[src/rtl/assert_macros.svh]
// Assertion macros shared by the buffer cache RTL.
// Each macro takes a label, the clock and the active-low reset.
`ifndef ASSERT_MACROS_SVH
`define ASSERT_MACROS_SVH

// The property must hold at every clock edge outside reset.
`define BBC_ASSERT(lbl, clk, rst_n, prop, msg) \
  lbl: assert property (@(posedge clk) disable iff (!rst_n) prop) else $error(msg);

// The expression must never be true at a clock edge outside reset.
`define BBC_ASSERT_NEVER(lbl, clk, rst_n, expr, msg) \
  lbl: assert property (@(posedge clk) disable iff (!rst_n) !(expr)) else $error(msg);

`endif

[src/rtl/bbc_pkg.sv]
// Package for the block buffer cache tag table: sizes, opcodes, status codes
// and the slot entry type. No dependencies.
package bbc_pkg;

  localparam int SLOT_COUNT = 32;
  localparam int SLOT_W     = $clog2(SLOT_COUNT);

  localparam int OPCODE_W = 2;
  localparam int DEV_W    = 8;
  localparam int BLK_W    = 32;
  localparam int SIDX_W   = 5;
  localparam int TICK_W   = 32;
  localparam int CNT_W    = 8;
  localparam int STATUS_W = 2;

  localparam logic [OPCODE_W-1:0] OP_GET     = 2'd0;
  localparam logic [OPCODE_W-1:0] OP_RELEASE = 2'd1;
  localparam logic [OPCODE_W-1:0] OP_PIN     = 2'd2;
  localparam logic [OPCODE_W-1:0] OP_UNPIN   = 2'd3;

  localparam logic [STATUS_W-1:0] ST_OK        = 2'd0;
  localparam logic [STATUS_W-1:0] ST_NO_FREE   = 2'd1;
  localparam logic [STATUS_W-1:0] ST_UNDERFLOW = 2'd2;

  localparam logic [CNT_W-1:0] CNT_MAX = '1;

  typedef struct packed {
    logic [DEV_W-1:0]  dev;
    logic [BLK_W-1:0]  blk;
    logic [CNT_W-1:0]  cnt;
    logic [TICK_W-1:0] stamp;
    logic              valid;
  } slot_entry_t;

  typedef struct packed {
    logic              en;
    logic [SLOT_W-1:0] idx;
    slot_entry_t       entry;
  } slot_wr_t;

endpackage

[src/rtl/bbc_in_if.sv]
// Request channel of the buffer cache: valid/ready plus the request fields.
// Depends on bbc_pkg.
interface bbc_in_if;
  import bbc_pkg::*;

  logic                valid;
  logic                ready;
  logic [OPCODE_W-1:0] opcode;
  logic [DEV_W-1:0]    device;
  logic [BLK_W-1:0]    block_number;
  logic [SIDX_W-1:0]   slot_index;
  logic [TICK_W-1:0]   now_tick;

  modport source (output valid, opcode, device, block_number, slot_index, now_tick,
                  input ready);
  modport sink (input valid, opcode, device, block_number, slot_index, now_tick,
                output ready);
endinterface

[src/rtl/bbc_out_if.sv]
// Response channel of the buffer cache: valid/ready plus the result fields.
// Depends on bbc_pkg.
interface bbc_out_if;
  import bbc_pkg::*;

  logic                valid;
  logic                ready;
  logic [SIDX_W-1:0]   granted_slot;
  logic                hit;
  logic                needs_fill;
  logic [STATUS_W-1:0] status;

  modport source (output valid, granted_slot, hit, needs_fill, status, input ready);
  modport sink (input valid, granted_slot, hit, needs_fill, status, output ready);
endinterface

[src/rtl/block_buffer_cache_lru_top.sv]
// Block buffer cache tag table with reference counts and LRU replacement.
// A get walks the slot store one slot per cycle through a single tag and age
// comparator and stops at the first hit; a miss scans all 32 slots. The
// update step then writes the store if needed and holds while the output stalls.
// Release, pin and unpin go from accept straight to one read-modify-write.
// The request channel is ready only while the sequencer is idle; the result
// sits in an output register, so the next request is taken while it waits.
// Depends on bbc_pkg, bbc_in_if, bbc_out_if, bbc_slot_store, assert_macros.svh.
`include "assert_macros.svh"

module block_buffer_cache_lru_top (
  input  logic       clk,
  input  logic       rst_n,
  bbc_in_if.sink     in_ch,
  bbc_out_if.source  out_ch
);
  import bbc_pkg::*;

  localparam logic [1:0] S_IDLE   = 2'd0;
  localparam logic [1:0] S_SCAN   = 2'd1;
  localparam logic [1:0] S_UPDATE = 2'd2;

  localparam logic [SLOT_W-1:0] LAST_SLOT = SLOT_W'(SLOT_COUNT - 1);

  logic [1:0]          state_r, state_nxt;
  logic [OPCODE_W-1:0] op_r, op_nxt;
  logic [DEV_W-1:0]    dev_r, dev_nxt;
  logic [BLK_W-1:0]    blk_r, blk_nxt;
  logic [SIDX_W-1:0]   sidx_r, sidx_nxt;
  logic [TICK_W-1:0]   now_r, now_nxt;
  logic [SLOT_W-1:0]   idx_r, idx_nxt;
  logic [SLOT_W-1:0]   tgt_r, tgt_nxt;
  logic [SLOT_W-1:0]   vic_r, vic_nxt;
  logic [TICK_W-1:0]   oldest_r, oldest_nxt;
  logic                found_r, found_nxt;
  logic                have_r, have_nxt;

  logic                out_valid_r, out_valid_nxt;
  logic [SIDX_W-1:0]   out_slot_r, out_slot_nxt;
  logic                out_hit_r, out_hit_nxt;
  logic                out_fill_r, out_fill_nxt;
  logic [STATUS_W-1:0] out_status_r, out_status_nxt;

  logic                in_fire;
  logic                out_free;
  logic [SLOT_W-1:0]   rd_idx;
  slot_entry_t         rd_entry;
  slot_wr_t            wr;
  logic                tag_match;
  logic                older;
  logic                in_range;
  logic [CNT_W-1:0]    cnt_up;

  bbc_slot_store u_store (
    .clk      (clk),
    .rst_n    (rst_n),
    .rd_idx   (rd_idx),
    .rd_entry (rd_entry),
    .wr       (wr)
  );

  assign in_ch.ready         = (state_r == S_IDLE);
  assign in_fire             = in_ch.valid & in_ch.ready;
  assign out_free            = !out_valid_r || out_ch.ready;

  assign out_ch.valid        = out_valid_r;
  assign out_ch.granted_slot = out_slot_r;
  assign out_ch.hit          = out_hit_r;
  assign out_ch.needs_fill   = out_fill_r;
  assign out_ch.status       = out_status_r;

  // The comparator sees the scanned slot during the scan of a get, the target slot otherwise.
  assign rd_idx    = (state_r == S_SCAN) ? idx_r : tgt_r;
  assign tag_match = (rd_entry.dev == dev_r) && (rd_entry.blk == blk_r);
  assign older     = (rd_entry.cnt == '0) && (!have_r || (rd_entry.stamp < oldest_r));
  assign in_range  = (32'(sidx_r) < 32'(SLOT_COUNT));
  assign cnt_up    = (rd_entry.cnt == CNT_MAX) ? rd_entry.cnt : rd_entry.cnt + CNT_W'(1);

  always_comb begin
    state_nxt      = state_r;
    op_nxt         = op_r;
    dev_nxt        = dev_r;
    blk_nxt        = blk_r;
    sidx_nxt       = sidx_r;
    now_nxt        = now_r;
    idx_nxt        = idx_r;
    tgt_nxt        = tgt_r;
    vic_nxt        = vic_r;
    oldest_nxt     = oldest_r;
    found_nxt      = found_r;
    have_nxt       = have_r;
    out_valid_nxt  = out_valid_r && !out_ch.ready;
    out_slot_nxt   = out_slot_r;
    out_hit_nxt    = out_hit_r;
    out_fill_nxt   = out_fill_r;
    out_status_nxt = out_status_r;
    wr             = '0;
    wr.idx         = tgt_r;
    wr.entry       = rd_entry;

    unique case (state_r)
      S_IDLE: begin
        if (in_fire) begin
          op_nxt    = in_ch.opcode;
          dev_nxt   = in_ch.device;
          blk_nxt   = in_ch.block_number;
          sidx_nxt  = in_ch.slot_index;
          now_nxt   = in_ch.now_tick;
          idx_nxt   = '0;
          tgt_nxt   = SLOT_W'(in_ch.slot_index);
          found_nxt = 1'b0;
          have_nxt  = 1'b0;
          state_nxt = (in_ch.opcode == OP_GET) ? S_SCAN : S_UPDATE;
        end
      end

      S_SCAN: begin
        if (tag_match) begin
          found_nxt = 1'b1;
          tgt_nxt   = idx_r;
          state_nxt = S_UPDATE;
        end else begin
          if (older) begin
            have_nxt   = 1'b1;
            vic_nxt    = idx_r;
            oldest_nxt = rd_entry.stamp;
          end
          if (idx_r == LAST_SLOT) begin
            tgt_nxt   = older ? idx_r : vic_r;
            state_nxt = S_UPDATE;
          end else begin
            idx_nxt = idx_r + SLOT_W'(1);
          end
        end
      end

      S_UPDATE: begin
        // The store is written in the same cycle the result is registered,
        // so a stalled output simply holds the sequencer here.
        if (out_free) begin
          out_valid_nxt  = 1'b1;
          out_hit_nxt    = 1'b0;
          out_fill_nxt   = 1'b0;
          out_status_nxt = ST_OK;
          out_slot_nxt   = SIDX_W'(tgt_r);
          state_nxt      = S_IDLE;
          if (op_r == OP_GET) begin
            if (found_r) begin
              wr.en             = 1'b1;
              wr.entry.cnt      = cnt_up;
              wr.entry.stamp    = now_r;
              wr.entry.valid    = 1'b1;
              out_hit_nxt       = 1'b1;
              out_fill_nxt      = !rd_entry.valid;
            end else if (have_r) begin
              wr.en             = 1'b1;
              wr.entry.dev      = dev_r;
              wr.entry.blk      = blk_r;
              wr.entry.cnt      = CNT_W'(1);
              wr.entry.stamp    = now_r;
              wr.entry.valid    = 1'b1;
              out_fill_nxt      = 1'b1;
            end else begin
              out_slot_nxt      = '0;
              out_status_nxt    = ST_NO_FREE;
            end
          end else begin
            out_slot_nxt = sidx_r;
            if (in_range) begin
              if (op_r == OP_PIN) begin
                wr.en        = 1'b1;
                wr.entry.cnt = cnt_up;
              end else if (rd_entry.cnt == '0) begin
                out_status_nxt = ST_UNDERFLOW;
              end else begin
                wr.en        = 1'b1;
                wr.entry.cnt = rd_entry.cnt - CNT_W'(1);
                if (op_r == OP_RELEASE) begin
                  wr.entry.stamp = now_r;
                end
              end
            end
          end
        end
      end

      default: begin
        state_nxt = S_IDLE;
      end
    endcase
  end

  always_ff @(posedge clk) begin
    if (!rst_n) begin
      state_r     <= S_IDLE;
      out_valid_r <= 1'b0;
    end else begin
      state_r     <= state_nxt;
      out_valid_r <= out_valid_nxt;
    end
  end

  always_ff @(posedge clk) begin
    op_r         <= op_nxt;
    dev_r        <= dev_nxt;
    blk_r        <= blk_nxt;
    sidx_r       <= sidx_nxt;
    now_r        <= now_nxt;
    idx_r        <= idx_nxt;
    tgt_r        <= tgt_nxt;
    vic_r        <= vic_nxt;
    oldest_r     <= oldest_nxt;
    found_r      <= found_nxt;
    have_r       <= have_nxt;
    out_slot_r   <= out_slot_nxt;
    out_hit_r    <= out_hit_nxt;
    out_fill_r   <= out_fill_nxt;
    out_status_r <= out_status_nxt;
  end

  // A new result is only ever produced by the update step.
  `BBC_ASSERT(a_result_from_update, clk, rst_n, $rose(out_valid_r) |-> $past(state_r) == S_UPDATE, "result appeared without an update step")

  // A get always starts its scan at the lowest slot.
  `BBC_ASSERT(a_scan_starts_low, clk, rst_n, in_fire && in_ch.opcode == OP_GET |=> state_r == S_SCAN && idx_r == '0, "get scan did not start at slot zero")

  // A store write happens only in the update step.
  `BBC_ASSERT_NEVER(a_write_outside_update, clk, rst_n, wr.en && state_r != S_UPDATE, "slot store written outside the update step")

  // A failed get never claims a hit or a fill.
  `BBC_ASSERT_NEVER(a_no_free_clean, clk, rst_n, out_valid_r && out_status_r == ST_NO_FREE && (out_hit_r || out_fill_r), "no-free result carries hit or fill")

endmodule

[src/rtl/bbc_slot_store.sv]
// Slot store of the buffer cache: tag, count, stamp and valid mark per slot,
// one read port and one write port. Depends on bbc_pkg.
module bbc_slot_store (
  input  logic                      clk,
  input  logic                      rst_n,
  input  logic [bbc_pkg::SLOT_W-1:0] rd_idx,
  output bbc_pkg::slot_entry_t      rd_entry,
  input  bbc_pkg::slot_wr_t         wr
);
  import bbc_pkg::*;

  slot_entry_t store_r [SLOT_COUNT];

  assign rd_entry = store_r[rd_idx];

  always_ff @(posedge clk) begin
    if (!rst_n) begin
      for (int i = 0; i < SLOT_COUNT; i++) begin
        store_r[i] <= '0;
      end
    end else if (wr.en) begin
      store_r[wr.idx] <= wr.entry;
    end
  end

endmodule
[src/flat_wrapper.sv]
// flat-port wrapper written by rule: the top's interface ports become plain ports
module block_buffer_cache_lru_top_flat import bbc_pkg::*;
  (clk, rst_n, in_ch_valid, in_ch_opcode, in_ch_device, in_ch_block_number, in_ch_slot_index, in_ch_now_tick, in_ch_ready, out_ch_valid, out_ch_granted_slot, out_ch_hit, out_ch_needs_fill, out_ch_status, out_ch_ready);
  bbc_in_if in_ch_i ();
  bbc_out_if out_ch_i ();
  input  logic clk;
  input  logic rst_n;
  input wire logic [$bits(in_ch_i.valid)-1:0] in_ch_valid;
  input wire logic [$bits(in_ch_i.opcode)-1:0] in_ch_opcode;
  input wire logic [$bits(in_ch_i.device)-1:0] in_ch_device;
  input wire logic [$bits(in_ch_i.block_number)-1:0] in_ch_block_number;
  input wire logic [$bits(in_ch_i.slot_index)-1:0] in_ch_slot_index;
  input wire logic [$bits(in_ch_i.now_tick)-1:0] in_ch_now_tick;
  output wire logic [$bits(in_ch_i.ready)-1:0] in_ch_ready;
  output wire logic [$bits(out_ch_i.valid)-1:0] out_ch_valid;
  output wire logic [$bits(out_ch_i.granted_slot)-1:0] out_ch_granted_slot;
  output wire logic [$bits(out_ch_i.hit)-1:0] out_ch_hit;
  output wire logic [$bits(out_ch_i.needs_fill)-1:0] out_ch_needs_fill;
  output wire logic [$bits(out_ch_i.status)-1:0] out_ch_status;
  input wire logic [$bits(out_ch_i.ready)-1:0] out_ch_ready;
  assign in_ch_i.valid = in_ch_valid;
  assign in_ch_i.opcode = in_ch_opcode;
  assign in_ch_i.device = in_ch_device;
  assign in_ch_i.block_number = in_ch_block_number;
  assign in_ch_i.slot_index = in_ch_slot_index;
  assign in_ch_i.now_tick = in_ch_now_tick;
  assign in_ch_ready = in_ch_i.ready;
  assign out_ch_valid = out_ch_i.valid;
  assign out_ch_granted_slot = out_ch_i.granted_slot;
  assign out_ch_hit = out_ch_i.hit;
  assign out_ch_needs_fill = out_ch_i.needs_fill;
  assign out_ch_status = out_ch_i.status;
  assign out_ch_i.ready = out_ch_ready;
  block_buffer_cache_lru_top u_core (.clk(clk), .rst_n(rst_n), .in_ch(in_ch_i), .out_ch(out_ch_i));
endmodule
[config.mk]
export PLATFORM = sky130hd
export DESIGN_NAME = block_buffer_cache_lru_top_flat
export DESIGN_NICKNAME = d
export VERILOG_FILES = /design/src/rtl/bbc_pkg.sv /design/src/rtl/bbc_in_if.sv /design/src/rtl/bbc_out_if.sv /design/src/rtl/block_buffer_cache_lru_top.sv /design/src/rtl/bbc_slot_store.sv /design/src/flat_wrapper.sv
export VERILOG_INCLUDE_DIRS = /design/src /design/src/rtl
export SDC_FILE = /design/constraint.sdc
export NUM_CORES = 2
export LEC_CHECK = 0
export ABC_AREA = 1
export BUFFER_PORTS_ARGS = -buffer_cell sky130_fd_sc_hd__buf_2
export CORE_ASPECT_RATIO = 0.5
export CORE_MARGIN = 4
export CORE_UTILIZATION = 50
export DETAILED_ROUTE_END_ITERATION = 6
export GPL_TIMING_DRIVEN = 1
export PLACE_DENSITY_LB_ADDON = 0.15
export SETUP_SLACK_MARGIN = 0.05
export SLEW_MARGIN = 40
export SYNTH_ARGS = -nofsm -noshare
export SYNTH_HDL_FRONTEND = slang
export SYNTH_SLANG_ARGS = --single-unit
[constraint.sdc]
create_clock -name clk -period 10.33 [get_ports clk]
set_clock_uncertainty 0.1 [all_clocks]
set_input_delay 1.033 -clock clk [delete_from_list [all_inputs] [get_ports clk]]
set_output_delay 1.033 -clock clk [all_outputs]
set_load 0.01 [all_outputs]
==> out/results.tsv <==
stage	metric	value	unit
timing	Tightest Pin Transition	0.938	ns
cts	cts hold-fix bufs	0	
min_path	Hold Crit Class	primary input to register	
routing	routed vias/inst	6.34	
final_layout	layout cell share with drive strength beyond 1	6.71	%
routing	Metal-1 WL	175000	µm
setup_path	CP max FO	78	
floorplan	row count	128	
global_route	gr usage total	34.3	%
power_and_ir_drop	P per Cell Area	219	mW/mm²
final_layout	area grow syn2layout	8.44	%
placed_design	PortBufs	93	
run	Max Cap Violations	0	
yosys	share of the synthesized area in the top cell type	66.2	%
floorplan	core area	0.245	mm²
routing	DRT antenna net count	0	
yosys	Synth Register Bits	2732	
yosys	Yosys top cell by area	edfxtp_1	
cts	clk root buf	clkbuf_16	
yosys	count leader, synth	nor2_1	
timing	Final Hold Viols	0	
placed_design	placed wire-length estimate	227000	µm
yosys	Syn Inst Count	12300	
timing	Final Cycle Share	77.6	%
global_route	number of global-route vias before repair	88800	
setup_path	Setup Crit Path Kind	register to register	
cts	Post-CTS Resized	0	
yosys	synthesized area per cell	10.1	µm²
setup_path	setup slack, reg-to-reg	2.32	ns
routing	Met2 Routed Length	195000	µm
cts	CTS tree	done	
cts	Worst-path clk slew	0.07	ns
placed_design	gpl congestion	0.873	
floorplan	Chip Width	712	µm
power_and_ir_drop	Tot Pwr	0.0294	W
yosys	synth top area cells	edfxtp_1 (66%), nor2_1 (10%), nand2_1 (5.6%)	
global_route	largest net degree at the start of global routing	179	
yosys	yosys warns	0	
final_layout	# fillers	21000	
routing	WL/cell	29.8	µm
cts	Clock Latency Late Sink	0.97	ns
yosys	sequential share of the synthesized area	66.2	%
floorplan	Starting Density	50.6	%
setup_path	Crit. End Element	register	
cts	total CTS buffers	247	
timing	final setup violation count	0	
power_and_ir_drop	leakage power	50.3	nW
routing	drt first-iter violations	16700	
timing	setup TNS	0	ns
yosys	Synth cell types	43	
global_route	initial antenna violation count	6	
power_and_ir_drop	VDD IR max	150	µV
routing	via count	96300	
routing	First-pass DRT Iterations	7	
yosys	synthesized area	0.124	mm²
timing	Rel. slew slack	37.5	%
run_status	status	finished with violations	
yosys	Mapped Nets	12400	
timing	RSZ-0062 raised after global routing	false	
timing	max-slew violation count	0	
setup_path	critical path arrival	8.44	ns
cts	# clock sinks	2732	
global_route	first-pass GRT wire length	641000	µm
routing	routed wl met3	64800	µm
setup_path	crit start category	register	
cts	clk buf depth	4	
run_status	failing checks	design-rule violations	
timing	min Tclk post-route	8.01	ns
cts	Post-CTS Setup Inserts	0	
yosys	most common flop cell mapped by yosys	edfxtp_1	
routing	Residual DRC	3	
cts	H-tree levels	4	
routing	final wirelength	452000	µm
yosys	Commonest cells post-synth	nor2_1 (3422), edfxtp_1 (2729), nand2_1 (1842)	
timing	Max Fclk	125	MHz
floorplan	Die H	360	µm
floorplan	Boundary Pins	94	
yosys	FFs w/ async S/R, synth	0	%
global_route	GR Overflow Total	0	
yosys	Post-synth EDFFs	2729	
setup_path	Critical Path RT	10.76	ns
routing	uppermost layer routed	met5	
floorplan	die area	0.256	mm²
final_layout	Final #Nets	11900	
==> worst paths after layout <==
kind / startpoint / depth (start not counted) / to
hold / removal: in_ch_block_number[27] / 1 / u_core.blk_r[27]$_DFFE_PP_
setup reg to reg: u_core.idx_r[0]$_SDFFCE_PN0P_ / 23 / u_core.u_store.store_r[14][47]$_SDFFCE_PN0P_
setup / recovery: u_core.idx_r[0]$_SDFFCE_PN0P_ / 23 / u_core.u_store.store_r[14][47]$_SDFFCE_PN0P_
hold reg to reg: u_core.sidx_r[2]$_DFFE_PP_ / 2 / u_core.out_ch.granted_slot[2]$_DFFE_PP_
==> routing by layer <==
layer,up-vias,GRT usage [%]
li1,40800,-
met1,47300,50.0
met2,7240,50.6
met3,985,8.03
met4,6,11.7
met5,-,0
==> critical path: stages, from the launching register on <==
cell,delay (ns)
edfxtp_1,0.42
inv_1,0.14
nand3_2,0.41
nand2_8,0.61
buf_4,0.57
buf_4,0.68
o21ai_0,0.22
o22ai_1,0.23
o21ai_1,0.08
nand3_1,0.22
nand2_2,0.22
ha_1,0.27
nand3_1,0.11
nor2_2,0.07
nand2_4,0.17
inv_2,0.10
nand2_2,0.09
nand3_1,0.10
inv_2,0.16
nand3_2,0.14
inv_1,0.38
nand2_8,0.50
nand2_4,0.78
buf_12,0.52
==> kinds of logic after synthesis <==
kind of cell / share of synthesized area [%]
simple gates: 21.5
flops: 66.2
compound gates: 6.81
buf+inv: 5.09
fa+ha+maj: 0.354
xor+xnor: 0.0495
mux: 0.0273
==> flip-flops by register name, indices dropped and copies added (netlist names), 2 cells and up <==
name,cells
u_core.u_store.store_r,2592
u_core.blk_r,32
u_core.now_r,32
u_core.oldest_r,32
u_core.dev_r,8
u_core.idx_r,5
u_core.out_ch.granted_slot,5
u_core.sidx_r,5
u_core.tgt_r,5
u_core.vic_r,5
u_core.op_r,2
u_core.out_ch.status,2
u_core.state_r,2
==> stage by stage <==
step	instance area, µm²	worst slack [ns]	hold slack (ns)	instances	utilization, %
floorplan	124000	4.69	0.400	12300	-
CTS	134000	2.61	0.131	15200	54.8
global route	134000	2.21	0.154	15200	54.8
global placement	126000	2.43	0.459	14700	51.4
finish	134000	2.32	0.169	15200	54.9
detailed placement	127000	2.63	0.441	14700	51.7
==> where the power goes <==
group / total, W / internal (W) / leakage (nW) / switching (W)
Clock: 0.00923 / 0.00492 / 3.74 / 0.00431
Combinational: 0.00739 / 0.00159 / 18.5 / 0.00581
Sequential: 0.0128 / 0.0126 / 28.1 / 0.000152
Total: 0.0294 / 0.0191 / 50.3 / 0.0103
==> layout make-up <==
type / count / area [µm²] / area share [%]
repair buffers: 298 / 3000 / 2.24
inverters: 328 / 1340 / 1.00
clock inverters: 131 / 1140 / 0.850
flip-flops and latches: 2732 / 82000 / 61.1
diodes: 3 / 7.51 / 0.00559
well taps: 3250 / 4070 / 3.03
multi-input cells: 8128 / 36300 / 27.0
clock buffers: 314 / 6500 / 4.84
==> placed cells by master (no fill, tap or decap), types with 49 or more instances in the layout <==
master and count:
buf_2 92, clkbuf_1 64, nand3_1 1283, nand2_1 1792, inv_1 258, buf_4 113
o21ai_1 55, clkinv_1 58, clkbuf_16 250, nor2_1 3418, a21oi_1 76, o21ai_0 824
edfxtp_1 2729, o22ai_1 278, inv_2 49, o211ai_1 139
No activity file was read; power rests on OpenSTA's default activity.
